**config.mk**
```make
export PLATFORM = sky130hd
export DESIGN_NAME = elevator_stop_scheduler_core_flat
export DESIGN_NICKNAME = d
export VERILOG_FILES = /design/src/rtl/esc_pkg.sv /design/src/rtl/esc_if.sv /design/src/rtl/esc_ctrl.sv /design/src/rtl/esc_datapath.sv /design/src/rtl/elevator_stop_scheduler_core.sv /design/src/flat_wrapper.sv
export SDC_FILE = /design/constraint.sdc
export NUM_CORES = 1
export LEC_CHECK = 0
export BUFFER_PORTS_ARGS = -buffer_cell sky130_fd_sc_hd__buf_2
export CAP_MARGIN = 20
export CORE_MARGIN = 5
export CORE_UTILIZATION = 27
export CTS_CLUSTER_DIAMETER = 80
export DETAILED_ROUTE_END_ITERATION = 10
export GPL_TIMING_DRIVEN = 0
export HOLD_SLACK_MARGIN = 0.05
export PLACE_DENSITY_LB_ADDON = 0.05
export SYNTH_ARGS = -nofsm -noshare
export SYNTH_HDL_FRONTEND = slang
export SYNTH_SLANG_ARGS = --single-unit
```
**constraint.sdc**
```tcl
create_clock -name clock -period 4.4 [get_ports clock]
set_clock_uncertainty 0.2 [all_clocks]
set_input_delay 1.1 -clock clock [delete_from_list [all_inputs] [get_ports clock]]
set_output_delay 1.1 -clock clock [all_outputs]
set_load 0.005 [all_outputs]
```
**src/rtl/esc_pkg.sv**
```systemverilog
// Shared types and constants of the elevator stop scheduler.
`default_nettype none

package esc_pkg;

   localparam int FLOOR_W        = 4;
   localparam int TYPE_W         = 2;
   localparam int NUM_FLOORS_DEF = 16;

   // request codes
   localparam logic [TYPE_W-1:0] REQ_HALL = 2'd0;
   localparam logic [TYPE_W-1:0] REQ_CAR  = 2'd1;
   localparam logic [TYPE_W-1:0] REQ_RUN  = 2'd2;

   localparam logic DIR_UP   = 1'b0;
   localparam logic DIR_DOWN = 1'b1;

   typedef enum logic [2:0] {
      ST_IDLE,
      ST_MERGE,
      ST_SERVE,
      ST_REPOS,
      ST_FLUSH
   } state_type;

   typedef struct packed {
      logic load;     // sort a hall/car request into a set
      logic merge;    // start of pass: fold waiting set into the far set
      logic serve;    // emit next stop of the current pass
      logic repos;    // optional reposition stop, then turn
      logic flush;    // release held stop as the final one
   } cmd_type;

   typedef struct packed {
      logic all_empty;
      logic serve_empty;
      logic stall;       // a new stop can not be taken this cycle
      logic pend_valid;
      logic out_free;
   } stat_type;

endpackage

`default_nettype wire

```
**src/rtl/esc_if.sv**
```systemverilog
// Request and response channel interfaces of the elevator stop scheduler.
`default_nettype none

interface esc_req_if;
   logic                          valid;
   logic                          ready;
   logic [esc_pkg::TYPE_W-1:0]    req_type;
   logic [esc_pkg::FLOOR_W-1:0]   floor;
   logic                          dir;

   modport source (output valid, req_type, floor, dir, input ready);
   modport sink   (input valid, req_type, floor, dir, output ready);
endinterface

interface esc_rsp_if;
   logic                          valid;
   logic                          ready;
   logic [esc_pkg::FLOOR_W-1:0]   stop_floor;
   logic                          travel_dir;
   logic                          last;

   modport source (output valid, stop_floor, travel_dir, last, input ready);
   modport sink   (input valid, stop_floor, travel_dir, last, output ready);
endinterface

`default_nettype wire

```
**src/rtl/esc_ctrl.sv**
```systemverilog
// Sequencing state machine of the elevator stop scheduler.
`default_nettype none

module esc_ctrl (
   input  wire logic                        clock,
   input  wire logic                        reset,
   input  wire logic                        req_valid,
   input  wire logic [esc_pkg::TYPE_W-1:0]  req_type,
   output logic                             req_ready,
   input  wire esc_pkg::stat_type           stat,
   output esc_pkg::cmd_type                 cmd
);

   esc_pkg::state_type state_ff, state_in;

   always_ff @(posedge clock) begin
      if (reset) begin
         state_ff <= esc_pkg::ST_IDLE;
      end else begin
         state_ff <= state_in;
      end
   end

   // next state
   always_comb begin
      state_in = state_ff;
      case (state_ff)
         esc_pkg::ST_IDLE: begin
            if (req_valid && req_type == esc_pkg::REQ_RUN) begin
               state_in = esc_pkg::ST_MERGE;
            end
         end
         esc_pkg::ST_MERGE: begin
            state_in = stat.all_empty ? esc_pkg::ST_FLUSH : esc_pkg::ST_SERVE;
         end
         esc_pkg::ST_SERVE: begin
            if (stat.serve_empty) begin
               state_in = esc_pkg::ST_REPOS;
            end
         end
         esc_pkg::ST_REPOS: begin
            if (!stat.stall) begin
               state_in = esc_pkg::ST_MERGE;
            end
         end
         esc_pkg::ST_FLUSH: begin
            if (!stat.pend_valid || stat.out_free) begin
               state_in = esc_pkg::ST_IDLE;
            end
         end
         default: begin
            state_in = esc_pkg::ST_IDLE;
         end
      endcase
   end

   // outputs
   always_comb begin
      req_ready = 1'b0;
      cmd       = '0;
      case (state_ff)
         esc_pkg::ST_IDLE: begin
            req_ready = 1'b1;
            cmd.load  = req_valid && req_type != esc_pkg::REQ_RUN;
         end
         esc_pkg::ST_MERGE: begin
            cmd.merge = !stat.all_empty;
         end
         esc_pkg::ST_SERVE: begin
            cmd.serve = !stat.serve_empty && !stat.stall;
         end
         esc_pkg::ST_REPOS: begin
            cmd.repos = !stat.stall;
         end
         esc_pkg::ST_FLUSH: begin
            cmd.flush = stat.pend_valid && stat.out_free;
         end
         default: begin
            req_ready = 1'b0;
         end
      endcase
   end

endmodule

`default_nettype wire

```
**src/rtl/esc_datapath.sv**
```systemverilog
// Floor bitmaps, car position, held stop and output register.
`default_nettype none

module esc_datapath #(
   parameter int NUM_FLOORS = esc_pkg::NUM_FLOORS_DEF
) (
   input  wire logic                         clock,
   input  wire logic                         reset,
   input  wire esc_pkg::cmd_type             cmd,
   output esc_pkg::stat_type                 stat,
   input  wire logic [esc_pkg::TYPE_W-1:0]   req_type,
   input  wire logic [esc_pkg::FLOOR_W-1:0]  req_floor,
   input  wire logic                         req_dir,
   output logic                              rsp_valid,
   input  wire logic                         rsp_ready,
   output logic [esc_pkg::FLOOR_W-1:0]       rsp_stop_floor,
   output logic                              rsp_travel_dir,
   output logic                              rsp_last
);

   localparam int SET_W = NUM_FLOORS;
   localparam int IDX_W = $clog2(NUM_FLOORS);
   localparam int FW    = esc_pkg::FLOOR_W;
   localparam logic [FW:0] FLOOR_LIM = (FW + 1)'(NUM_FLOORS);

   function automatic logic [IDX_W-1:0] lowest_idx(input logic [SET_W-1:0] s);
      logic [IDX_W-1:0] r;
      r = '0;
      for (int i = SET_W - 1; i >= 0; i--) begin
         if (s[i]) r = IDX_W'(i);
      end
      return r;
   endfunction

   function automatic logic [IDX_W-1:0] highest_idx(input logic [SET_W-1:0] s);
      logic [IDX_W-1:0] r;
      r = '0;
      for (int i = 0; i < SET_W; i++) begin
         if (s[i]) r = IDX_W'(i);
      end
      return r;
   endfunction

   logic [SET_W-1:0] up_ff, up_in, down_ff, down_in, wait_ff, wait_in;
   logic [FW-1:0]    car_ff, car_in;
   logic             going_down_ff, going_down_in;
   logic             pend_valid_ff, pend_valid_in;
   logic [FW-1:0]    pend_floor_ff, pend_floor_in;
   logic             pend_dir_ff, pend_dir_in;
   logic             out_valid_ff, out_valid_in;
   logic [FW-1:0]    out_floor_ff, out_floor_in;
   logic             out_dir_ff, out_dir_in;
   logic             out_last_ff, out_last_in;

   logic [FW-1:0]    lo_up, hi_dn;
   logic [SET_W-1:0] req_bit;
   logic             req_ok;
   logic             emit;
   logic [FW-1:0]    emit_floor;
   logic             emit_dir;
   logic             out_free;

   // floors above 15 never get a bit, so the low four index bits suffice
   assign lo_up   = FW'(lowest_idx(up_ff));
   assign hi_dn   = FW'(highest_idx(down_ff));
   assign req_bit = SET_W'(1) << req_floor;
   assign req_ok  = ({1'b0, req_floor} < FLOOR_LIM) &&
                    (req_type == esc_pkg::REQ_HALL || req_type == esc_pkg::REQ_CAR);
   assign out_free = !out_valid_ff || rsp_ready;

   always_comb begin
      up_in         = up_ff;
      down_in       = down_ff;
      wait_in       = wait_ff;
      going_down_in = going_down_ff;
      emit          = 1'b0;
      emit_floor    = '0;
      emit_dir      = esc_pkg::DIR_UP;

      if (cmd.load && req_ok) begin
         if (!going_down_ff) begin
            if (req_type == esc_pkg::REQ_HALL && req_dir == esc_pkg::DIR_DOWN) begin
               down_in = down_ff | req_bit;
            end else if (req_floor < car_ff) begin
               wait_in = wait_ff | req_bit;
            end else begin
               up_in = up_ff | req_bit;
            end
         end else begin
            if (req_type == esc_pkg::REQ_HALL && req_dir == esc_pkg::DIR_UP) begin
               up_in = up_ff | req_bit;
            end else if (req_floor > car_ff) begin
               wait_in = wait_ff | req_bit;
            end else begin
               down_in = down_ff | req_bit;
            end
         end
      end

      if (cmd.merge) begin
         wait_in = '0;
         if (!going_down_ff) begin
            down_in = down_ff | wait_ff;
         end else begin
            up_in = up_ff | wait_ff;
         end
      end

      if (cmd.serve) begin
         emit = 1'b1;
         if (!going_down_ff) begin
            emit_floor = lo_up;
            emit_dir   = esc_pkg::DIR_UP;
            up_in      = up_ff & ~(SET_W'(1) << lo_up);
         end else begin
            emit_floor = hi_dn;
            emit_dir   = esc_pkg::DIR_DOWN;
            down_in    = down_ff & ~(SET_W'(1) << hi_dn);
         end
      end

      if (cmd.repos) begin
         going_down_in = !going_down_ff;
         if (!going_down_ff) begin
            emit       = (down_ff != '0) && (car_ff < hi_dn);
            emit_floor = hi_dn;
            emit_dir   = esc_pkg::DIR_UP;
         end else begin
            emit       = (up_ff != '0) && (car_ff > lo_up);
            emit_floor = lo_up;
            emit_dir   = esc_pkg::DIR_DOWN;
         end
      end
   end

   // one stop is held back so the final one can be tagged
   always_comb begin
      car_in        = emit ? emit_floor : car_ff;
      pend_valid_in = pend_valid_ff;
      pend_floor_in = pend_floor_ff;
      pend_dir_in   = pend_dir_ff;
      out_valid_in  = out_valid_ff && !rsp_ready;
      out_floor_in  = out_floor_ff;
      out_dir_in    = out_dir_ff;
      out_last_in   = out_last_ff;
      if (emit) begin
         pend_valid_in = 1'b1;
         pend_floor_in = emit_floor;
         pend_dir_in   = emit_dir;
      end
      if ((emit && pend_valid_ff) || cmd.flush) begin
         out_valid_in = 1'b1;
         out_floor_in = pend_floor_ff;
         out_dir_in   = pend_dir_ff;
         out_last_in  = cmd.flush;
      end
      if (cmd.flush) begin
         pend_valid_in = 1'b0;
      end
   end

   always_ff @(posedge clock) begin
      if (reset) begin
         up_ff         <= '0;
         down_ff       <= '0;
         wait_ff       <= '0;
         car_ff        <= '0;
         going_down_ff <= 1'b0;
         pend_valid_ff <= 1'b0;
         out_valid_ff  <= 1'b0;
      end else begin
         up_ff         <= up_in;
         down_ff       <= down_in;
         wait_ff       <= wait_in;
         car_ff        <= car_in;
         going_down_ff <= going_down_in;
         pend_valid_ff <= pend_valid_in;
         out_valid_ff  <= out_valid_in;
      end
   end

   always_ff @(posedge clock) begin
      pend_floor_ff <= pend_floor_in;
      pend_dir_ff   <= pend_dir_in;
      out_floor_ff  <= out_floor_in;
      out_dir_ff    <= out_dir_in;
      out_last_ff   <= out_last_in;
   end

   assign stat.all_empty   = (up_ff == '0) && (down_ff == '0) && (wait_ff == '0);
   assign stat.serve_empty = going_down_ff ? (down_ff == '0) : (up_ff == '0);
   assign stat.stall       = pend_valid_ff && !out_free;
   assign stat.pend_valid  = pend_valid_ff;
   assign stat.out_free    = out_free;

   assign rsp_valid      = out_valid_ff;
   assign rsp_stop_floor = out_floor_ff;
   assign rsp_travel_dir = out_dir_ff;
   assign rsp_last       = out_last_ff;

endmodule

`default_nettype wire

```
**src/rtl/elevator_stop_scheduler_core.sv**
```systemverilog
// Top level of the elevator stop scheduler: controller plus datapath.
`default_nettype none

// Elevator stop scheduler, LOOK order over per-floor bitmaps. Hall words
// (floor, direction) and car words (floor) are sorted into an up, a down or
// a waiting set and give no response; a floor at or above NUM_FLOORS, and
// request code three, are dropped. A run word emits the car's stops until
// all sets are empty: each pass first folds the waiting set in, then serves
// its stops one by one until the pass set is empty (a priority encoder
// over the active bitmap picks the next floor), then makes the optional
// reposition stop and turns; a closing step finds all sets empty and a
// final step tags the last stop. A run has at most two passes. One stop
// is held back inside so the last flag can be set, and a second sits in
// the output register, so response back pressure stalls the run only when
// both are full. A run with nothing pending gives no response. New request
// words are taken only between runs.
module elevator_stop_scheduler_core #(
   parameter int NUM_FLOORS = esc_pkg::NUM_FLOORS_DEF
) (
   input  wire logic  clock,
   input  wire logic  reset,
   esc_req_if.sink    req_chan,
   esc_rsp_if.source  rsp_chan
);

   esc_pkg::cmd_type  cmd;
   esc_pkg::stat_type stat;
   logic              req_ready;

   esc_ctrl u_ctrl (
      .clock     (clock),
      .reset     (reset),
      .req_valid (req_chan.valid),
      .req_type  (req_chan.req_type),
      .req_ready (req_ready),
      .stat      (stat),
      .cmd       (cmd)
   );

   esc_datapath #(
      .NUM_FLOORS (NUM_FLOORS)
   ) u_datapath (
      .clock          (clock),
      .reset          (reset),
      .cmd            (cmd),
      .stat           (stat),
      .req_type       (req_chan.req_type),
      .req_floor      (req_chan.floor),
      .req_dir        (req_chan.dir),
      .rsp_valid      (rsp_chan.valid),
      .rsp_ready      (rsp_chan.ready),
      .rsp_stop_floor (rsp_chan.stop_floor),
      .rsp_travel_dir (rsp_chan.travel_dir),
      .rsp_last       (rsp_chan.last)
   );

   assign req_chan.ready = req_ready;

`ifndef SYNTHESIS
   // between runs no stop is left held back
   a_idle_no_pending: assert property (@(posedge clock) disable iff (reset)
      req_chan.valid && req_ready |-> !stat.pend_valid)
      else $error("stop still held while taking a new word");

   // a run word closes the request side on the next cycle
   a_run_blocks: assert property (@(posedge clock) disable iff (reset)
      req_chan.valid && req_ready && req_chan.req_type == esc_pkg::REQ_RUN
      |=> !req_ready)
      else $error("request side open right after a run word");

   // a new stop is only produced when the held one can move out
   a_no_overrun: assert property (@(posedge clock) disable iff (reset)
      cmd.serve || cmd.repos |-> !stat.stall)
      else $error("stop produced while output path is full");

   // final stop release needs a held stop and a free output register
   a_flush_ok: assert property (@(posedge clock) disable iff (reset)
      cmd.flush |-> stat.pend_valid && stat.out_free)
      else $error("bad final stop release");

   // a pass never starts with all sets empty
   a_merge_nonempty: assert property (@(posedge clock) disable iff (reset)
      cmd.merge |-> !stat.all_empty)
      else $error("pass started with nothing pending");
`endif

endmodule

`default_nettype wire

```
**src/flat_wrapper.sv**
```systemverilog
// flat-port wrapper written by rule: the top's interface ports become plain ports
module elevator_stop_scheduler_core_flat 
#(
   parameter int NUM_FLOORS = esc_pkg::NUM_FLOORS_DEF
)
  (clock, reset, req_chan_valid, req_chan_req_type, req_chan_floor, req_chan_dir, req_chan_ready, rsp_chan_valid, rsp_chan_stop_floor, rsp_chan_travel_dir, rsp_chan_last, rsp_chan_ready);
  esc_req_if req_chan_i ();
  esc_rsp_if rsp_chan_i ();
  input  wire logic clock;
  input  wire logic reset;
  input wire logic [$bits(req_chan_i.valid)-1:0] req_chan_valid;
  input wire logic [$bits(req_chan_i.req_type)-1:0] req_chan_req_type;
  input wire logic [$bits(req_chan_i.floor)-1:0] req_chan_floor;
  input wire logic [$bits(req_chan_i.dir)-1:0] req_chan_dir;
  output wire logic [$bits(req_chan_i.ready)-1:0] req_chan_ready;
  output wire logic [$bits(rsp_chan_i.valid)-1:0] rsp_chan_valid;
  output wire logic [$bits(rsp_chan_i.stop_floor)-1:0] rsp_chan_stop_floor;
  output wire logic [$bits(rsp_chan_i.travel_dir)-1:0] rsp_chan_travel_dir;
  output wire logic [$bits(rsp_chan_i.last)-1:0] rsp_chan_last;
  input wire logic [$bits(rsp_chan_i.ready)-1:0] rsp_chan_ready;
  assign req_chan_i.valid = req_chan_valid;
  assign req_chan_i.req_type = req_chan_req_type;
  assign req_chan_i.floor = req_chan_floor;
  assign req_chan_i.dir = req_chan_dir;
  assign req_chan_ready = req_chan_i.ready;
  assign rsp_chan_valid = rsp_chan_i.valid;
  assign rsp_chan_stop_floor = rsp_chan_i.stop_floor;
  assign rsp_chan_travel_dir = rsp_chan_i.travel_dir;
  assign rsp_chan_last = rsp_chan_i.last;
  assign rsp_chan_i.ready = rsp_chan_ready;
  elevator_stop_scheduler_core #(.NUM_FLOORS(NUM_FLOORS)) u_core (.clock(clock), .reset(reset), .req_chan(req_chan_i), .rsp_chan(rsp_chan_i));
endmodule
```
# Word-level counts from Yosys, hierarchy flattened
# Cells that the tools add are included.
[totals] reg_bits=69 inputBits=11 output_inout_bits=8
[op_classes] magnitude_cmp=4 eq_ne=14 shift=3 muxes=78 bitwise_logic=10 n_reduce_logical=38
[op_table] operator="16-bit 2-to-1 mux" count=23
[op_table] operator="4-bit 2-to-1 mux" count=34
[op_table] operator="16-bit OR" count=5
[op_table] operator="16-bit zero test" count=3
[op_table] operator="1-bit by 4-bit left shift with 16-bit output, first input constant" count=3
[op_table] operator="16-bit AND" count=2
[op_table] operator="16-bit NOT" count=2
[op_table] operator="16-bit nonzero test" count=2
[op_table] operator="1-bit 2-to-1 mux" count=15
[op_table] operator="3-bit 2-to-1 mux" count=5
[op_table] operator="3-bit one-hot mux with 5 select lines" count=1
[op_table] operator="1-bit logical AND" count=14
[op_table] operator="2-bit inequality test, second input constant" count=7
[op_table] operator="4-bit > comparator" count=2
[op_table] operator="1-bit zero test" count=8
[op_table] operator="4-bit < comparator" count=2
[op_table] operator="3-bit by 2-bit == test with 1-bit output, second input constant" count=2
[op_table] operator="5-bit AND reduction" count=1
[op_table] operator="1-bit logical OR" count=4
[op_table] operator="4-bit AND reduction" count=1
[op_table] operator="2-bit OR reduction" count=2
[op_table] operator="3-bit by 1-bit == test with 1-bit output, second input constant" count=1
[op_table] operator="3-bit == test, second input constant" count=1
[op_table] operator="3-bit zero test" count=1
[op_table] operator="6 further kinds" count=6

# Logic depth before layout (Yosys ltp)
[logic_depth] word_depth=23 mapped_depth=13 mapped_depth_nobuf=13

# Cells and area by module
# From an unflattened synthesis, not the netlist that was laid out.
[unflattened] cells_unflattened=447 area_unflattened_um2=3833.7
[modules_own_cells] module="esc_datapath" instances=1 cells_each=420 area_each_um2=3619.7 seq_area_each_um2=1431.4
[modules_own_cells] module="esc_ctrl" instances=1 cells_each=27 area_each_um2=214.0 seq_area_each_um2=60.1

# Worst setup path before layout
# OpenSTA, ideal clock, no wires.
[synth_timing] kind="flip-flop to flip-flop" startpoint="register u_core.u_datapath.up_ff[11]" endpoint="register u_core.u_datapath.out_last_ff, in the netlist u_core.u_datapath.rsp_last (enable)" arrival_time_ns=2.904 setup_slack_ns=0.982 path_stages_with_launch=10 path_buffers=0 path_cell_list="dfxtp_1 > or4_1 > o211ai_1 > ha_1 > and4_1 > a2111oi_0 > o21ai_0 > a21oi_2 > a21oi_1 > inv_1"
[synth_between] elab_chain_len=18 elab_cells_between_ends=25 classes_between="1 x order compare; 17 x mux; 7 x reduce/logical"
[synth_rtl] item="from (decl)" line="esc_datapath.sv:44" text="logic [SET_W-1:0] up_ff, up_in, down_ff, down_in, wait_ff, wait_in;"
[synth_rtl] item="from (signal assigned)" line="esc_datapath.sv:172" text="up_ff <= up_in;"
[synth_rtl] item="4-bit 2-to-1 mux (12 in series)" line="esc_datapath.sv:30" text="if (s[i]) r = IDX_W'(i);"
[synth_rtl] item="4-bit > comparator" line="esc_datapath.sv:129" text="emit = (up_ff != '0) && (car_ff > lo_up);"
[synth_rtl] item="1-bit logical AND" line="esc_datapath.sv:129"
[synth_rtl] item="1-bit 2-to-1 mux" line="esc_datapath.sv:124" text="if (!going_down_ff) begin"
[synth_rtl] item="1-bit 2-to-1 mux *" line="esc_datapath.sv:122" text="if (cmd.repos) begin"
[synth_rtl] item="1-bit logical AND *" line="esc_datapath.sv:151" text="if ((emit && pend_valid_ff) || cmd.flush) begin"
[synth_rtl] item="1-bit logical OR *" line="esc_datapath.sv:151"
[synth_rtl] item="to (signal assigned)" line="esc_datapath.sv:187" text="out_last_ff <= out_last_in;"
[synth_rtl] item="to (decl)" line="esc_datapath.sv:53" text="logic out_last_ff, out_last_in;"
# Mark *: on every way between the ends. The rest lies on a longest branch, timed or not.
# A chain may end at the register's enable or synchronous reset.

# Final worst setup path
[layout_timing] startpoint="register u_core.u_datapath.up_ff[11]" endpoint="register u_core.u_datapath.out_floor_ff[0], in the netlist u_core.u_datapath.rsp_stop_floor[0] (enable)"
[layout_between] elab_chain_len=18 elab_cells_between_ends=25 classes_between="1 x order compare; 17 x mux; 7 x reduce/logical"
[layout_rtl] item="4-bit 2-to-1 mux (12 in series)" line="esc_datapath.sv:30"
[layout_rtl] item="4-bit > comparator" line="esc_datapath.sv:129"
[layout_rtl] item="1-bit logical AND" line="esc_datapath.sv:129"
[layout_rtl] item="1-bit 2-to-1 mux" line="esc_datapath.sv:124"
[layout_rtl] item="1-bit 2-to-1 mux *" line="esc_datapath.sv:122"
[layout_rtl] item="1-bit logical AND *" line="esc_datapath.sv:151"
[layout_rtl] item="1-bit logical OR *" line="esc_datapath.sv:151"
[layout_rtl] item="to (signal assigned)" line="esc_datapath.sv:185" text="out_floor_ff <= out_floor_in;"
[layout_rtl] item="to (decl)" line="esc_datapath.sv:51" text="logic [FW-1:0] out_floor_ff, out_floor_in;"
# Marks and branches as above.

==> run_results.csv <==
group,metric,value,unit
placed_design,gp_congestion,0.898,
timing,setup_ws,0.513,ns
timing,slew_headroom,0.482,
finish,layout_commonest_cell,"dfxtp_1",
critical_path,crit_required,4.23,ns
synth,async_flop_share,0,
synth,synth_warnings,0,
clock_tree,cts_buffers,9,
critical_path,worstRegToRegCells,9,
synth,yosysSeqAreaShare,0.395,
timing,hold_viol,0,
floorplanning,start_util,0.273,
route,drt_iter0_drc,263,
critical_path,cp-end-kind,"flip-flop",
grt,grt_pass1_wl,20500,µm
placed_design,post_dp_cell_area,4090,µm²
route,drc,0,
synth,synth.avg_cell_area,8.49,µm²
clock_tree,clk_latency,0.34,ns
timing,slew_violations,0,
grt,grt_max_degree,14,
critical_path,worstPathArrival,3.72,ns
grt,grt_pass1_vias,3404,
floorplanning,core,13800,µm²
run_status,outcome,"complete, no violations",
route,viasPerCell,5.44,
critical_path,r2r-end,"u_core.u_datapath.rsp_stop_floor[0]$_DFFE_PP_",
timing,fin_setup_tns,0,ns
clock_tree,cts_root_buffer,"clkbuf_16",
route,vias,3578,
clock_tree,cts.sinks,69,
timing,fin_crit_sh,0.883,
critical_path,r2r_slack,0.51,ns
grt,track_usage,0.165,
synth,ys.flop_type,"dfxtp_1",
finish,mostFrequentLayoutCells,"dfxtp_1 (58), a21oi_1 (38), nor2_1 (37)",
clock_tree,clk_pin_slew,0.06,ns
timing,rsz0062_at_grt,"no",
timing,worstMarginPinSlew,0.777,ns
critical_path,critPathMaxFanout,13,
finish,fillers,1488,
finish,nNetsFinal,495,
power_and_ir_drop,report.power.total,1.54,mW
route,wl_per_cell,20.0,µm
power_and_ir_drop,leakagePower,1.48,nW
route,dr.pass1.iters,5,
power_and_ir_drop,irDropWorstVdd,0.160,mV
placed_design,pre_cts_slack,0.118,ns
timing,max_freq,0.257,GHz
floorplanning,std_cell_rows,43,
placed_design,portBuffers,17,
clock_tree,h-tree-depth,3,
finish,drive_above_1_share,0.0983,
synth,yosysTopAreaCellShare,0.307,
floorplanning,dieWidth,128,µm
finish,diodes,0,
finish,design_area,4410,µm²
floorplanning,fp.dieH,128,µm
route,ant_nets,0,
floorplanning,io_pins,19,
synth,ys_types,56,
hold_path,whs_path_depth,0,
synth,syn_inst,445,
synth,synthesis.area,3780,µm²
route,routed_wl,13100,µm
run,drv_cap,0,
critical_path,start_kind,"flip-flop",
floorplanning,fp.dieArea,16500,µm²
placed_design,hpwl,10200,µm
grt,grt_remaining_overflow,0,
hold_path,whs_endpoint,"u_core.u_datapath.rsp_stop_floor[3]$_DFFE_PP_",
synth,synth_area_leaders,"dfxtp_1 (31%), edfxtp_1 (8.7%), a21oi_1 (5.0%)",
power_and_ir_drop,powerDensity,349,nW/µm²
critical_path,crit_type,"reg -> reg",
synth,synth-seq-cells,69,
synth,synth_top_cell_by_area,"dfxtp_1",
timing,period_needed,3.89,ns
timing,setup_viol,0,
clock_tree,clk_path_buf_depth,2,
finish,areaGrowthSynthToFinish,16.6,%
synth,syn_nets,467,
clock_tree,ctsHoldBuffers,0,
grt,antenna_found_initial,0,
critical_path,worstReg2RegStart,"u_core.u_datapath.up_ff[11]$_SDFF_PP0_",
hold_path,hold_path.class,"reg -> reg",
hold_path,holdCritStartpoint,"u_core.u_datapath.pend_floor_ff[3]$_DFFE_PN_",
clock_tree,cts_tree,"done",
synth,synth_edf_count,11,
-- per-layer routing --
| layer | share of wire | vias up | track usage |
|---|---|---|---|
| li1 | - | 1752 | - |
| met1 | 0.47 | 1721 | 0.227 |
| met2 | 0.46 | 76 | 0.255 |
| met3 | 0.043 | 29 | 0.0313 |
| met4 | 0.026 | 0 | 0.0655 |
| met5 | 0 | - | 0 |
-- registers in the layout (all words and copies together) (netlist names) --
register,flops
u_core.u_ctrl.state_ff,3
u_core.u_datapath.car_ff,4
u_core.u_datapath.down_ff,16
u_core.u_datapath.going_down_ff,1
u_core.u_datapath.pend_dir_ff,1
u_core.u_datapath.pend_floor_ff,4
u_core.u_datapath.pend_valid_ff,1
u_core.u_datapath.rsp_last,1
u_core.u_datapath.rsp_stop_floor,4
u_core.u_datapath.rsp_travel_dir,1
u_core.u_datapath.rsp_valid,1
u_core.u_datapath.up_ff,16
u_core.u_datapath.wait_ff,16
-- how the worst max path moves through the flow --
| stage | from | endpoint | slack [ns] |
|---|---|---|---|
| after floorplan | u_core.u_datapath.up_ff[11]$_SDFF_PP0_ | u_core.u_datapath.rsp_last$_DFFE_PP_ | 0.98 |
| after global placement | u_core.u_datapath.up_ff[15]$_SDFF_PP0_ | u_core.u_datapath.rsp_stop_floor[2]$_DFFE_PP_ | 0.08 |
| after detailed placement | u_core.u_datapath.up_ff[15]$_SDFF_PP0_ | u_core.u_datapath.rsp_stop_floor[3]$_DFFE_PP_ | 0.12 |
| after CTS | u_core.u_datapath.up_ff[15]$_SDFF_PP0_ | u_core.u_datapath.rsp_stop_floor[0]$_DFFE_PP_ | 0.08 |
| after global routing | u_core.u_datapath.up_ff[15]$_SDFF_PP0_ | u_core.u_datapath.rsp_travel_dir$_DFFE_PP_ | 0.16 |
| final | u_core.u_datapath.up_ff[11]$_SDFF_PP0_ | u_core.u_datapath.rsp_stop_floor[0]$_DFFE_PP_ | 0.51 |
-- per-stage QoR --
stage / hold slack [ns] / utilization / std cells
global placement: 0.201 / 0.296 / 642
finish: 0.221 / 0.319 / 658
floorplan: 0.200 / - / 445
CTS: 0.219 / 0.318 / 658
global route: 0.221 / 0.319 / 658
detailed placement: 0.206 / 0.296 / 642
-- critical path, stage by stage (launching register included) --
cell	delay, ns
dfxtp_1	0.35
or4_1	0.54
o211ai_1	0.52
ha_1	0.37
and4_1	0.19
a2111oi_0	0.40
o21ai_0	0.21
a21oi_4	0.43
a21oi_1	0.16
inv_1	0.21
-- cell usage after synthesis, drive strengths merged, types with 3 or more instances --
| cell type | count |
|---|---|
| edfxtp | 11 |
| o21a | 17 |
| clkbuf | 15 |
| a211oi | 7 |
| nand3 | 6 |
| dfxtp | 58 |
| o21ai | 24 |
| nor3 | 28 |
| nor3b | 3 |
| inv | 18 |
| ha | 11 |
| nor2b | 13 |
| o31ai | 7 |
| mux2i | 3 |
| a21oi | 39 |
| a221oi | 12 |
| nand2b | 15 |
| nor4 | 16 |
| nor2 | 38 |
| nand2 | 26 |
| and2 | 4 |
| a31oi | 3 |
| and4 | 4 |
| or4 | 6 |
| buf | 6 |
| a22oi | 20 |
| nand4 | 5 |
| o211ai | 3 |
-- cells by family after synthesis --
| logic type | Yosys count | synth area share |
|---|---|---|
| fa+ha+maj | 11 | 0.0364 |
| compound gates | 148 | 0.264 |
| buf+inv | 39 | 0.0437 |
| mux | 4 | 0.0109 |
| flops | 69 | 0.395 |
| simple gates | 174 | 0.250 |
-- cell type report --
class,instances,area (µm²),area share
Clock inverter,6,77.6,0.0176
Sequential cell,69,1490,0.338
Inverter,18,67.6,0.0153
Clock buffer,10,229,0.0519
Buffer,21,97.6,0.0221
Tap cell,180,225,0.0511
Multi-Input combinational cell,337,2130,0.484
Timing Repair Buffer,17,85.1,0.0193
-- power breakdown --
part           switching [mW]  internal [mW]  leakage, nW
combinational          0.0881         0.0430        0.761
clock                   0.268          0.490        0.151
sequential            0.00579          0.644        0.571
total                   0.362           1.18         1.48
-- repair_timing --
action	in CTS	in global routing
resized for setup	0	2
endpoints found under the setup margin	0	9
buffers inserted	0	0
Power figures use the tool's default switching activity.
